### src/design/iodr_pkg.sv
// Package for the IPv4 option delete and repack block.
// Holds transaction payload types, the sequencer state type and fixed constants.
// No dependencies.
package iodr_pkg;

  localparam int POS_W        = 7;
  localparam int HEADER_BYTES = 20;
  localparam int MAX_RESULTS  = 40;

  localparam logic [7:0] OPT_NOP = 8'd1;

  typedef enum logic {
    OP_LOAD = 1'b0,
    OP_RUN  = 1'b1
  } iodr_op_t;

  typedef struct packed {
    iodr_op_t    opcode;
    logic [5:0]  byte_index;
    logic [7:0]  byte_value;
    logic [5:0]  options_length;
    logic [5:0]  security_offset;
    logic [5:0]  source_route_offset;
    logic [5:0]  record_route_offset;
    logic [5:0]  timestamp_offset;
    logic [5:0]  alert_offset;
  } iodr_in_t;

  typedef struct packed {
    logic [5:0]  out_index;
    logic [7:0]  out_byte;
    logic        last;
    logic        all_removed;
    logic [5:0]  new_length;
    logic [5:0]  header_delta;
    logic [5:0]  new_source_route;
    logic [5:0]  new_record_route;
    logic [5:0]  new_timestamp;
    logic [5:0]  new_alert;
  } iodr_out_t;

  typedef struct packed {
    logic             we;
    logic [POS_W-1:0] waddr;
    logic [7:0]       wdata;
    logic             re;
    logic [POS_W-1:0] raddr;
  } iodr_mem_req_t;

  typedef enum logic [3:0] {
    S_IDLE,
    S_CUT_RD,
    S_CUT_LEN,
    S_SHIFT,
    S_MV_RD,
    S_MV_WR,
    S_WK_RD,
    S_WK_TYPE,
    S_WK_LEN,
    S_ROUND,
    S_EMIT_RD,
    S_EMIT,
    S_SINGLE
  } iodr_state_t;

endpackage

### src/design/iodr_store.sv
// Option byte store: one write port, one read port with registered data.
// Reads past the store answer zero. Depends on iodr_pkg.
module iodr_store
  import iodr_pkg::*;
#(
  parameter int OPTION_BYTES = 40
) (
  input  logic          clk,
  input  iodr_mem_req_t req,
  output logic [7:0]    rdata
);

  localparam int AW = $clog2(OPTION_BYTES);
  localparam logic [POS_W-1:0] DEPTH = POS_W'(OPTION_BYTES);

  logic [7:0] mem [OPTION_BYTES];
  logic [7:0] q_r;
  logic       oob_r;

  always_ff @(posedge clk) begin
    if (req.we && (req.waddr < DEPTH)) begin
      mem[req.waddr[AW-1:0]] <= req.wdata;
    end
  end

  always_ff @(posedge clk) begin
    if (req.re) begin
      oob_r <= (req.raddr >= DEPTH);
      if (req.raddr < DEPTH) begin
        q_r <= mem[req.raddr[AW-1:0]];
      end
    end
  end

  assign rdata = oob_r ? 8'd0 : q_r;

endmodule

### src/design/ip_option_delete_repack.sv
// IPv4 option delete and repack, top level.
// Load transactions (opcode OP_LOAD) write one option byte into the store;
// a byte_index past the store is dropped. A run transaction
// (opcode OP_RUN) cuts the security option out of the stored bytes, walks the
// remaining options, rounds the end up to a multiple of four and emits one
// result per new option byte, with last on the final one. When no other
// option is present a single all_removed result is given instead; a new
// length of zero also gives a single result. in_ready is high only while
// the sequencer is idle; loads sustain one per cycle. A run sets up the cut,
// moves each remaining byte down with a read and a write, reads the type of
// each option in the walk and, unless it is a NOP, its length, rounds the
// end, then emits one byte per cycle while the receiver is ready; all of it
// paced by the single read port of the option store and its registered read.
// Each result is valid in the cycle after the sequencer produces it.
// Results sit in an output register: a stalled receiver holds the current
// result and the sequencer waits. Reset clears the sequencer and the output
// valid; the store is not cleared.
// Depends on iodr_pkg and iodr_store.
module ip_option_delete_repack
  import iodr_pkg::*;
#(
  parameter int OPTION_BYTES = 40
) (
  input  logic      clk,
  input  logic      rst_n,
  input  logic      in_valid,
  output logic      in_ready,
  input  iodr_in_t  in_data,
  output logic      out_valid,
  input  logic      out_ready,
  output iodr_out_t out_data
);

  localparam logic [POS_W-1:0] OB_P   = POS_W'(OPTION_BYTES);
  localparam logic [POS_W-1:0] MAX_P  = POS_W'(MAX_RESULTS);
  localparam logic [5:0]       HDR_P  = 6'(HEADER_BYTES);

  function automatic logic [5:0] shift_down(logic [5:0] v, logic [5:0] sec,
                                            logic [POS_W-1:0] clen);
    logic [5:0] r;
    r = v;
    if (v > sec) begin
      r = (POS_W'(v) >= clen) ? 6'(POS_W'(v) - clen) : 6'd0;
    end
    return r;
  endfunction

  iodr_state_t      st_r, st_nxt;
  iodr_mem_req_t    mem_req;
  logic [7:0]       rdata;

  logic [POS_W-1:0] len_r, off_r, clen_r, j_r, iter_r, end_r, nlen_r, delta_r;
  logic [POS_W-1:0] n_r, idx_r;
  logic [5:0]       sec_r;
  logic [5:0]       offs_r [4];
  logic             sec_ok_r, all_r;

  logic             out_valid_r;
  iodr_out_t        out_data_r;
  logic             out_free, out_load;
  iodr_out_t        out_nxt;

  logic             run_acc, load_acc;
  logic [POS_W-1:0] len_sat, in_off;
  logic             in_all;
  logic [POS_W-1:0] rem, clen_clip, end_clip, nlen_c, step_nxt;
  logic [8:0]       step_sum;
  logic             step_bad, emit_last;

  iodr_store #(
    .OPTION_BYTES(OPTION_BYTES)
  ) u_store (
    .clk  (clk),
    .req  (mem_req),
    .rdata(rdata)
  );

  assign in_ready = (st_r == S_IDLE);
  assign run_acc  = in_valid && in_ready && (in_data.opcode == OP_RUN);
  assign load_acc = in_valid && in_ready && (in_data.opcode == OP_LOAD);

  assign len_sat = (POS_W'(in_data.options_length) > OB_P) ? OB_P
                                                              : POS_W'(in_data.options_length);
  assign in_off  = POS_W'(in_data.security_offset - HDR_P);
  assign in_all  = (in_data.source_route_offset | in_data.record_route_offset |
                    in_data.timestamp_offset | in_data.alert_offset) == 6'd0;

  assign rem       = len_r - off_r;
  assign clen_clip = ({1'b0, rdata} > 9'(rem)) ? rem : POS_W'(rdata);
  assign step_sum  = 9'(iter_r) + 9'(rdata);
  assign step_bad  = (rdata < 8'd2) || (step_sum > 9'(OPTION_BYTES));
  assign step_nxt  = step_bad ? POS_W'(iter_r + 1'b1) : POS_W'(step_sum);
  assign end_clip  = (end_r > len_r) ? len_r : end_r;
  assign nlen_c    = POS_W'(end_clip + POS_W'(3)) & ~POS_W'(3);
  assign emit_last = (POS_W'(idx_r + 1'b1) == n_r);

  assign out_free  = !out_valid_r || out_ready;

  always_comb begin
    st_nxt = st_r;
    case (st_r)
      S_IDLE:    if (run_acc) st_nxt = in_all ? S_SINGLE : S_CUT_RD;
      S_CUT_RD:  st_nxt = sec_ok_r ? S_CUT_LEN : S_SHIFT;
      S_CUT_LEN: st_nxt = S_SHIFT;
      S_SHIFT:   st_nxt = ((clen_r != '0) && (POS_W'(off_r + clen_r) < len_r)) ? S_MV_RD
                                                                             : S_WK_RD;
      S_MV_RD:   st_nxt = S_MV_WR;
      S_MV_WR:   st_nxt = (POS_W'(j_r + 1'b1 + clen_r) < len_r) ? S_MV_RD : S_WK_RD;
      S_WK_RD:   st_nxt = (iter_r >= len_r) ? S_ROUND : S_WK_TYPE;
      S_WK_TYPE: st_nxt = (rdata == OPT_NOP) ? S_WK_RD : S_WK_LEN;
      S_WK_LEN:  st_nxt = S_WK_RD;
      S_ROUND:   st_nxt = (nlen_c == '0) ? S_SINGLE : S_EMIT_RD;
      S_EMIT_RD: st_nxt = S_EMIT;
      S_EMIT:    if (out_free && emit_last) st_nxt = S_IDLE;
      S_SINGLE:  if (out_free) st_nxt = S_IDLE;
      default:   st_nxt = S_IDLE;
    endcase
  end

  always_comb begin
    mem_req       = '0;
    mem_req.waddr = POS_W'(in_data.byte_index);
    mem_req.wdata = in_data.byte_value;
    out_load      = 1'b0;
    out_nxt       = out_data_r;
    case (st_r)
      S_IDLE: begin
        mem_req.we = load_acc;
      end
      S_CUT_RD: begin
        mem_req.re    = sec_ok_r;
        mem_req.raddr = POS_W'(off_r + 1'b1);
      end
      S_MV_RD: begin
        mem_req.re    = 1'b1;
        mem_req.raddr = POS_W'(j_r + clen_r);
      end
      S_MV_WR: begin
        mem_req.we    = 1'b1;
        mem_req.waddr = j_r;
        mem_req.wdata = rdata;
      end
      S_WK_RD: begin
        mem_req.re    = (iter_r < len_r);
        mem_req.raddr = iter_r;
      end
      S_WK_TYPE: begin
        mem_req.re    = (rdata != OPT_NOP);
        mem_req.raddr = POS_W'(iter_r + 1'b1);
      end
      S_EMIT_RD: begin
        mem_req.re    = 1'b1;
        mem_req.raddr = idx_r;
      end
      S_EMIT: begin
        mem_req.re    = out_free && !emit_last;
        mem_req.raddr = POS_W'(idx_r + 1'b1);
        out_load      = out_free;
        out_nxt.out_index   = idx_r[5:0];
        out_nxt.out_byte    = rdata;
        out_nxt.last        = emit_last;
        out_nxt.all_removed = 1'b0;
        out_nxt.new_length  = nlen_r[5:0];
        out_nxt.header_delta = delta_r[5:0];
        out_nxt.new_source_route = offs_r[0];
        out_nxt.new_record_route = offs_r[1];
        out_nxt.new_timestamp    = offs_r[2];
        out_nxt.new_alert        = offs_r[3];
      end
      S_SINGLE: begin
        out_load            = out_free;
        out_nxt.out_index   = 6'd0;
        out_nxt.out_byte    = 8'd0;
        out_nxt.last        = 1'b1;
        out_nxt.all_removed = all_r;
        out_nxt.new_length  = 6'd0;
        out_nxt.header_delta = delta_r[5:0];
        out_nxt.new_source_route = offs_r[0];
        out_nxt.new_record_route = offs_r[1];
        out_nxt.new_timestamp    = offs_r[2];
        out_nxt.new_alert        = offs_r[3];
      end
      default: begin
      end
    endcase
  end

  always_ff @(posedge clk) begin
    if (!rst_n) begin
      st_r        <= S_IDLE;
      out_valid_r <= 1'b0;
    end else begin
      st_r        <= st_nxt;
      out_valid_r <= out_load || (out_valid_r && !out_ready);
    end
  end

  always_ff @(posedge clk) begin
    if (out_load) begin
      out_data_r <= out_nxt;
    end
    case (st_r)
      S_IDLE: begin
        if (run_acc) begin
          len_r     <= len_sat;
          sec_r     <= in_data.security_offset;
          off_r     <= in_off;
          sec_ok_r  <= (in_data.security_offset >= HDR_P) && (in_off < len_sat);
          all_r     <= in_all;
          offs_r[0] <= in_data.source_route_offset;
          offs_r[1] <= in_data.record_route_offset;
          offs_r[2] <= in_data.timestamp_offset;
          offs_r[3] <= in_data.alert_offset;
          delta_r   <= len_sat;
          clen_r    <= '0;
          iter_r    <= '0;
          end_r     <= '0;
        end
      end
      S_CUT_LEN: clen_r <= clen_clip;
      S_SHIFT: begin
        for (int k = 0; k < 4; k++) begin
          offs_r[k] <= shift_down(offs_r[k], sec_r, clen_r);
        end
        j_r <= off_r;
      end
      S_MV_WR: j_r <= POS_W'(j_r + 1'b1);
      S_WK_TYPE: begin
        if (rdata == OPT_NOP) begin
          iter_r <= POS_W'(iter_r + 1'b1);
        end
      end
      S_WK_LEN: begin
        iter_r <= step_nxt;
        end_r  <= step_nxt;
      end
      S_ROUND: begin
        nlen_r  <= nlen_c;
        delta_r <= (len_r > nlen_c) ? POS_W'(len_r - nlen_c) : '0;
        n_r     <= (nlen_c > MAX_P) ? MAX_P : nlen_c;
        idx_r   <= '0;
      end
      S_EMIT: begin
        if (out_free) begin
          idx_r <= POS_W'(idx_r + 1'b1);
        end
      end
      default: begin
      end
    endcase
  end

  assign out_valid = out_valid_r;
  assign out_data  = out_data_r;

  a_all_removed_single: assert property (@(posedge clk) disable iff (!rst_n)
    out_valid && out_data.all_removed |-> out_data.last && (out_data.new_length == 6'd0))
    else $error("all_removed result is not a single empty result");

  a_run_blocks_input: assert property (@(posedge clk) disable iff (!rst_n)
    in_valid && in_ready && (in_data.opcode == OP_RUN) |=> !in_ready)
    else $error("input accepted while a run is in progress");

  a_no_write_in_walk: assert property (@(posedge clk) disable iff (!rst_n)
    (st_r == S_WK_RD) || (st_r == S_WK_TYPE) || (st_r == S_WK_LEN) || (st_r == S_EMIT)
    |-> !mem_req.we)
    else $error("store written during walk or emission");

  a_load_stays_idle: assert property (@(posedge clk) disable iff (!rst_n)
    in_valid && in_ready && (in_data.opcode == OP_LOAD) |=> in_ready)
    else $error("load left the sequencer busy");

endmodule

### config.mk
export PLATFORM = sky130hd
export DESIGN_NAME = ip_option_delete_repack
export DESIGN_NICKNAME = d
export VERILOG_FILES = /design/src/design/iodr_pkg.sv /design/src/design/iodr_store.sv /design/src/design/ip_option_delete_repack.sv
export SDC_FILE = /design/constraint.sdc
export NUM_CORES = 1
export LEC_CHECK = 0
export BUFFER_PORTS_ARGS = -buffer_cell sky130_fd_sc_hd__buf_2
export CAP_MARGIN = 20
export CORE_UTILIZATION = 45
export CTS_BUF_LIST = sky130_fd_sc_hd__clkbuf_8
export CTS_CLUSTER_DIAMETER = 40
export CTS_CLUSTER_SIZE = 14
export DETAILED_ROUTE_END_ITERATION = 7
export MAX_ROUTING_LAYER = met4
export PLACE_DENSITY = 0.68
export REMOVE_ABC_BUFFERS = 1
export SYNTH_ARGS = -nofsm -noshare
export SYNTH_HDL_FRONTEND = slang
export SYNTH_HIERARCHICAL = 1
export SYNTH_SLANG_ARGS = --single-unit
### constraint.sdc
create_clock -name clk -period 12.2 [get_ports clk]
set_input_delay 1.22 -clock clk [delete_from_list [all_inputs] [get_ports clk]]
set_output_delay 1.22 -clock clk [all_outputs]
set_load 0.05 [all_outputs]
==> impl_results.md, run 1 <==
- Post-synthesis compound-gate area fraction: 9.26%
- Worst-path clk slew: 0.08 ns
- Clock Skews: 0.0200 ns
- Post-synth top area cell: edfxtp_1
- Maximum fanout along the worst path: 61
- Area of the core: 51300 um^2
- WS Path Type: flop to flop
- Layout Cells excl Fill: 2535
- Layout cells sized above 1: 17.7%
- Post-CTS setup buffer count: 0
- Largest family of logic cells by synthesized area: compound AO/OA/AOI/OAI gates
- Vias: 14510
- Post-CTS Hold Buffers: 0
- Initial core utilization: 45.6%
- Clock sinks: 477
- Final hold slack: 0.425 ns
- WP data arrival: 5.56 ns
- I/O pin count: 109
- First-pass DRT Iterations: 6
- Maximum clock path buffer count: 3
- Routed WL: 56900 um
- GRT Total Usage: 22.3%
- Skew-Pair Late Insertion Delay: 0.70 ns
- Total gr overflow: 0
- TNS Setup: 0 ns
- FILL cells: 4366
- H-tree levels: 2
- CP startpoint kind: flop
- DRC viols: 0
- WL/cell: 22.4 um
- Most numerous cell in the Yosys netlist: edfxtp_1
- Post-CTS Resized: 0
- Slowest cell on the critical path: buf_4
- Port buffer count: 106
- Antenna diode count: 0
- Setup Viol. Count Final: 0
- Cell variety after synth: 81
- Synth Area in Adders: 7.30%
- Initial antenna violation count: 0
- Vias in the first global route: 14464
- RSZ-0062 raised after global routing: false
- Post-Synth XOR/XNOR Area: 3.13%
- Number of vias per cell: 5.72
- Fmax: 0.196 GHz
- Hold WC Path Type: flop to flop
- Run status: finished clean
- Layout net count: 1989
- Largest net degree at the start of global routing: 62
- Synth Flop Type: edfxtp_1
- Tmin final: 5.10 ns
- Simple-gate share of the synthesized area: 7.92%
- CP max stage delay: 0.91 ns
- Seq/Total Area, Yosys: 61.0%
- Top cells by count, synth: edfxtp_1, ha_1, nand2_1
- Crit-path cells: nor2b_1 > a22o_1 > nand2_1 > o221ai_4 > buf_4 > buf_4 > mux4_2 > a2111oi_1 > a222oi_1 > and2_1
- Syn Inst Count: 1668
- Die H: 230 um
- CTS tree: done
- CTS root buf: clkbuf_8
- Synth area leaders: edfxtp_1, ha_1, mux4_2
- Leak Pwr: 9.20 nW
- Max Cap Viol: 0
- Syn avg cell area: 14.0 um^2
- Number of DRC markers in iteration 0: 1323
- Std-Cell Rows: 83
- Synth top area share: 60.6%
- Area added between synthesis and finish: 11.5%
- # placed instances: 2419
- Peak supply drop: 0.0917 mV
- Worst slew pin tran: 1.06 ns
- Die area: 52900 um^2
- Die width: 230 um
- Hold Vio Cnt, Final: 0
- Area of the multi-input gates: 8580 um^2
- Ys Warns: 6
- Register area: 14300 um^2
- Placer Congestion: 0.996
- Pwr dens: 175 nW/um^2
- Final period util: 41.8%
- TritonCTS Buffers: 61
- Buffers & Inverters on Critical Path: 2
- Post-synthesis mux area share: 8.72%
- Detail Placement HPWL: 39800 um
- Mapped cell area: 23400 um^2
- Final ANT Viol Nets: 0
- Crit end category: flop
- Most used cell, CP: buf_4
- Relative slew slack: 29.3%
- Worst path required time: 12.66 ns
- Crit-path leading delay family: buffers and inverters
- Flops & latches, synth: 477
- FFs w/ async S/R, synth: 0%
- Global-route wire length before repair: 87200 um
- Number of synthesized flops with an enable pin: 472
- Post-Route Utilization: 50.9%
- Max Slew Vio Count: 0
cell usage in the layout, fill, tap and decap left out, drive strengths merged, types with 14 or more instances in the layout:
| cell | instances |
|---|---|
| and2 | 21 |
| buf | 123 |
| nor2b | 31 |
| o21a | 18 |
| ha | 122 |
| clkbuf | 63 |
| o21ai | 70 |
| nor3 | 14 |
| edfxtp | 472 |
| nand3 | 44 |
| a21o | 37 |
| xor2 | 24 |
| a22oi | 20 |
| xnor2 | 52 |
| nor2 | 107 |
| mux2i | 64 |
| a21oi | 64 |
| mux2 | 16 |
| o22ai | 15 |
| mux4 | 54 |
| clkinv | 25 |
| nand2 | 114 |
| inv | 100 |
per-stage QoR:
| stage | total power, mW | setup WS [ns] | cell area (um^2) |
|---|---|---|---|
| 5_1_grt | 4.80 | 6.80 | 26100 |
| 2_1_floorplan | 2.99 | 0.823 | 23100 |
| 6_report | 4.56 | 7.10 | 26100 |
| 3_5_place_dp | 3.27 | 7.15 | 24700 |
| 3_3_place_gp | 3.24 | 7.21 | 24700 |
| 4_1_cts | 4.59 | 7.12 | 26100 |
per-layer routing:
metal  GRT usage [%]  vias up  share of wire [%]
li1                -     6665                  -
met1            29.7     7129                 43
met2            35.3      579                 48
met3            2.93      137                6.1
met4            7.86        0                3.3
met5               -        -                  0
sequential cells by signal, summed over array words and instances (netlist names), 5 cells and up:
register     cells
clen_r           7
delta_r          6
end_r            7
idx_r            7
iter_r           7
j_r              7
len_r            6
n_r              5
off_r            7
offs_r          24
out_data        50
u_store/mem    320
u_store/q_r      8
logic make-up (layout without fill, tap and decap cells):
logic type	after synthesis	in the layout
mux	134	134
compound gates	322	322
fa+ha+maj	131	131
other cells	1	3
simple gates	386	386
buf+inv	138	323
flops	477	477
xor+xnor	79	79
final timing paths:
kind	cells past startpoint	slack (ns)	from	endpoint
worst max-delay path	10	7.10	st_r[2]	u_store/q_r[0]
worst min register to register	0	0.42	delta_r[3]	out_data[27]
worst min-delay path	0	0.42	delta_r[3]	out_data[27]
worst max register to register	10	7.10	st_r[2]	u_store/q_r[0]
report_power, final:
part           leakage [nW]  internal (mW)  switching [mW]
clock network         0.704          0.627           0.688
registers              4.30           1.89          0.0774
logic                  4.20          0.528           0.747
cell type report:
cell class | instances | share of cell area, %
clock inverter | 53 | 2.12
inverter | 84 | 1.21
tap | 680 | 3.26
sequential | 477 | 54.7
multi-input combinational | 1055 | 32.9
timing repair buffer | 124 | 2.54
clock buffer | 62 | 3.27
Power figures use the tool's default switching activity.
==> run 2, diff against run 1 <==
- PLACE_DENSITY: 0.68 -> 0.71
- clock period: 12.2 -> 4.4 ns (I/O delays scaled with it)
==> run 2 against run 1 <==
Effect of this change: fmax up 29%; clock skew grew 0.023 ns; first-iteration DRC count increased by 15%; worst hold slack lost 0.33 ns; die area unchanged; clock-buffer cell count rose by 7; routed wire length up 2.1%; utilization increased by 1.1 points; via count increased by 3.4%; critical endpoint is now delta_r[3]; highest routed layer unchanged; largest power group unchanged; combinational power grew to 2.9 times the previous value.
==> impl_results.md, run 2 (synthesis gave the netlist of run 1 again) <==
- Largest net degree at the start of global routing: 51 (-18%)
- Tmin final: 3.95 ns (-1.15 ns)
- Initial core utilization: 45.6% (unchanged)
- WS Path Type: flop to flop
- Port buffer count: 106 (unchanged)
- Number of DRC markers in iteration 0: 1528 (+15%)
- Buffers & Inverters on Critical Path: 2 (unchanged)
- Placer Congestion: 0.973 (-2.3%)
- Number of vias per cell: 5.75 (+0.50%)
- Setup Viol. Count Final: 0 (unchanged)
- Hold Vio Cnt, Final: 0 (unchanged)
- Leak Pwr: 9.56 nW (+4.0%)
- Total gr overflow: 0 (unchanged)
- Std-Cell Rows: 83 (unchanged)
- Hold Crit Start: in_data[23]
- Post-CTS Resized: 0 (unchanged)
- Die width: 230 um (unchanged)
- Most common cell after layout, fill and taps aside: edfxtp_1
- Pre-CTS setup slack: 0.494 ns (-6.65 ns)
- WL/cell: 22.3 um (-0.76%)
- Post-Layout Inst Area: 26700 um^2 (+2.2%)
- Fmax: 0.253 GHz (+29%)
- Die area: 52900 um^2 (unchanged)
- End of the worst register-to-register path: delta_r[3]
- CTS tree: done
- Vias: 15008 (+3.4%)
- Detail Placement HPWL: 41300 um (+3.9%)
- Routed WL: 58100 um (+2.1%)
- Worst-path clk slew: 0.08 ns (about the same)
- Relative slew slack: 27.5% (-1.8 points)
- Max Cap Viol: 0 (unchanged)
- Final ANT Viol Nets: 0 (unchanged)
- Post-Route Utilization: 52.0% (+1.1 points)
- Worst slew pin tran: 1.09 ns (+0.0272 ns)
- Slowest cell on the critical path: edfxtp_1
- Area of the multi-input gates: 8580 um^2 (about the same)
- Run status: finished clean
- Max Slew Vio Count: 0 (unchanged)
- Final period util: 89.8% (+48 points)
- Max reg flops: 320 (unchanged)
- CTS root buf: clkbuf_8
- Global-route wire length before repair: 88500 um (+1.5%)
- Worst Hold Path Cells: 3 (+3)
- Worst Hold Path EP: offs_r[0][5]
- Skew-Pair Late Insertion Delay: 0.67 ns (-0.03 ns)
- Vias in the first global route: 14975 (+3.5%)
- RR Startpoint: len_r[3]
- DRC viols: 0 (unchanged)
- Path depth of the worst reg2reg path: 15 (+5)
- I/O pin count: 109 (unchanged)
- Die H: 230 um (unchanged)
- Clock sinks: 477 (unchanged)
- WP data arrival: 4.48 ns (-1.08 ns)
- Crit-path cells: inv_1 > ha_1 > nand4b_1 > a2bb2oi_2 > o22ai_1 > a211oi_4 > nand2_1 > xnor2_1 > ha_1 > inv_1 > a2111o_1 > nand3_1 > o2111ai_2 > a31oi_4 > a22o_1
- Peak supply drop: 0.430 mV (+370%)
- FILL cells: 4287 (-1.8%)
- Area of placed instances: 25200 um^2 (+2.0%)
- CP max stage delay: 0.52 ns (-0.39 ns)
- Register area: 14300 um^2 (unchanged)
- Layout net count: 2064 (+3.8%)
- Crit end category: flop
- First-pass DRT Iterations: 6 (unchanged)
- Hold WC Path Type: input port to flop
- Worst R2R Setup Slack: 0.45 ns (-6.65 ns)
- Most frequent cells in the layout: edfxtp_1, ha_1, nand2_1
- Pwr dens: 480 nW/um^2 (+170%)
- Crit-path leading delay family: compound AO/OA/AOI/OAI gates
- Initial antenna violation count: 1 (+1)
- H-tree levels: 3 (+1)
- RSZ-0062 raised after global routing: false
- Final hold slack: 0.0927 ns (-0.332 ns)
- GRT Total Usage: 22.8% (+0.50 points)
- Final WS setup: 0.450 ns (-6.65 ns)
- CP startpoint kind: flop
- Total power: 12.8 mW (+180%)
- Layout Cells excl Fill: 2609 (+2.9%)
- TritonCTS Buffers: 68 (+11%)
- TNS Setup: 0 ns (unchanged)
- Layout cells sized above 1: 20.5% (+2.8 points)
- Post-CTS setup buffer count: 0 (unchanged)
- # placed instances: 2481 (+2.6%)
- Maximum fanout along the worst path: 7 (-89%)
- Clock Skews: 0.0432 ns (+0.0232 ns)
- Area added between synthesis and finish: 14.0%
- Area of the core: 51300 um^2 (unchanged)
- Maximum clock path buffer count: 3 (unchanged)
- Worst path required time: 4.93 ns (-7.73 ns)
## run 2: changes by cell type in the layout (fill, tap and decap cells not counted), sizes merged
cell / before / now
dlygate4sd3: 0 / 7
bufinv: 5 / 2
diode: 0 / 1
clkbuf: 63 / 69
clkinv: 25 / 21
clkinvlp: 7 / 13
inv: 100 / 99
buf: 123 / 185
## run 2: routing by layer
layer  wire length, um  vias to the layer above  GRT usage (%)
li1                  -                     6799              -
met1             24900                     7448           30.3
met2             27300                      633           35.3
met3              3910                      128           3.45
met4              2030                        0           9.11
met5                 0                        -              -
## run 2: worst max path at each step
stage                          end  cells after the start      from  slack [ns]
floorplan           u_store/q_r[0]                      7   st_r[2]       -6.98
global placement    u_store/q_r[5]                     11   st_r[0]        0.51
detailed placement  u_store/q_r[5]                     12    j_r[0]        0.49
CTS                 u_store/q_r[5]                     12    j_r[0]        0.47
global route            delta_r[3]                     15  len_r[5]        0.15
finish                  delta_r[3]                     15  len_r[3]        0.45
## run 2: what timing repair did
action                                  in CTS  in global routing
hold buffers                                 7                  0
endpoints found under the setup margin       0                  0
hold endpoints to repair                     7                  0
## run 2: where the power goes
| part | total (mW) | switching, mW | internal, mW |
|---|---|---|---|
| Sequential | 5.44 | 0.198 | 5.24 |
| Combinational | 3.70 | 2.17 | 1.53 |
| Clock | 3.66 | 1.95 | 1.71 |
| Total | 12.8 | 4.32 | 8.49 |
## run 2: area by class of cell
type | instances | area share [%]
timing repair buffer | 192 | 4.61
tap | 680 | 3.19
antenna | 1 | 0.00938
multi-input combinational | 1055 | 32.2
inverter | 84 | 1.18
clock inverter | 51 | 1.77
sequential | 477 | 53.5
clock buffer | 69 | 3.56
## run 2: worst register-to-register path: stages (launching register included)
cell	delay (ns)
edfxtp_1	0.52
inv_1	0.20
ha_1	0.35
nand4b_1	0.14
a2bb2oi_2	0.25
o22ai_1	0.18
a211oi_4	0.43
nand2_1	0.12
xnor2_1	0.17
ha_1	0.40
inv_1	0.07
a2111o_1	0.28
nand3_1	0.14
o2111ai_2	0.17
a31oi_4	0.22
a22o_1	0.18
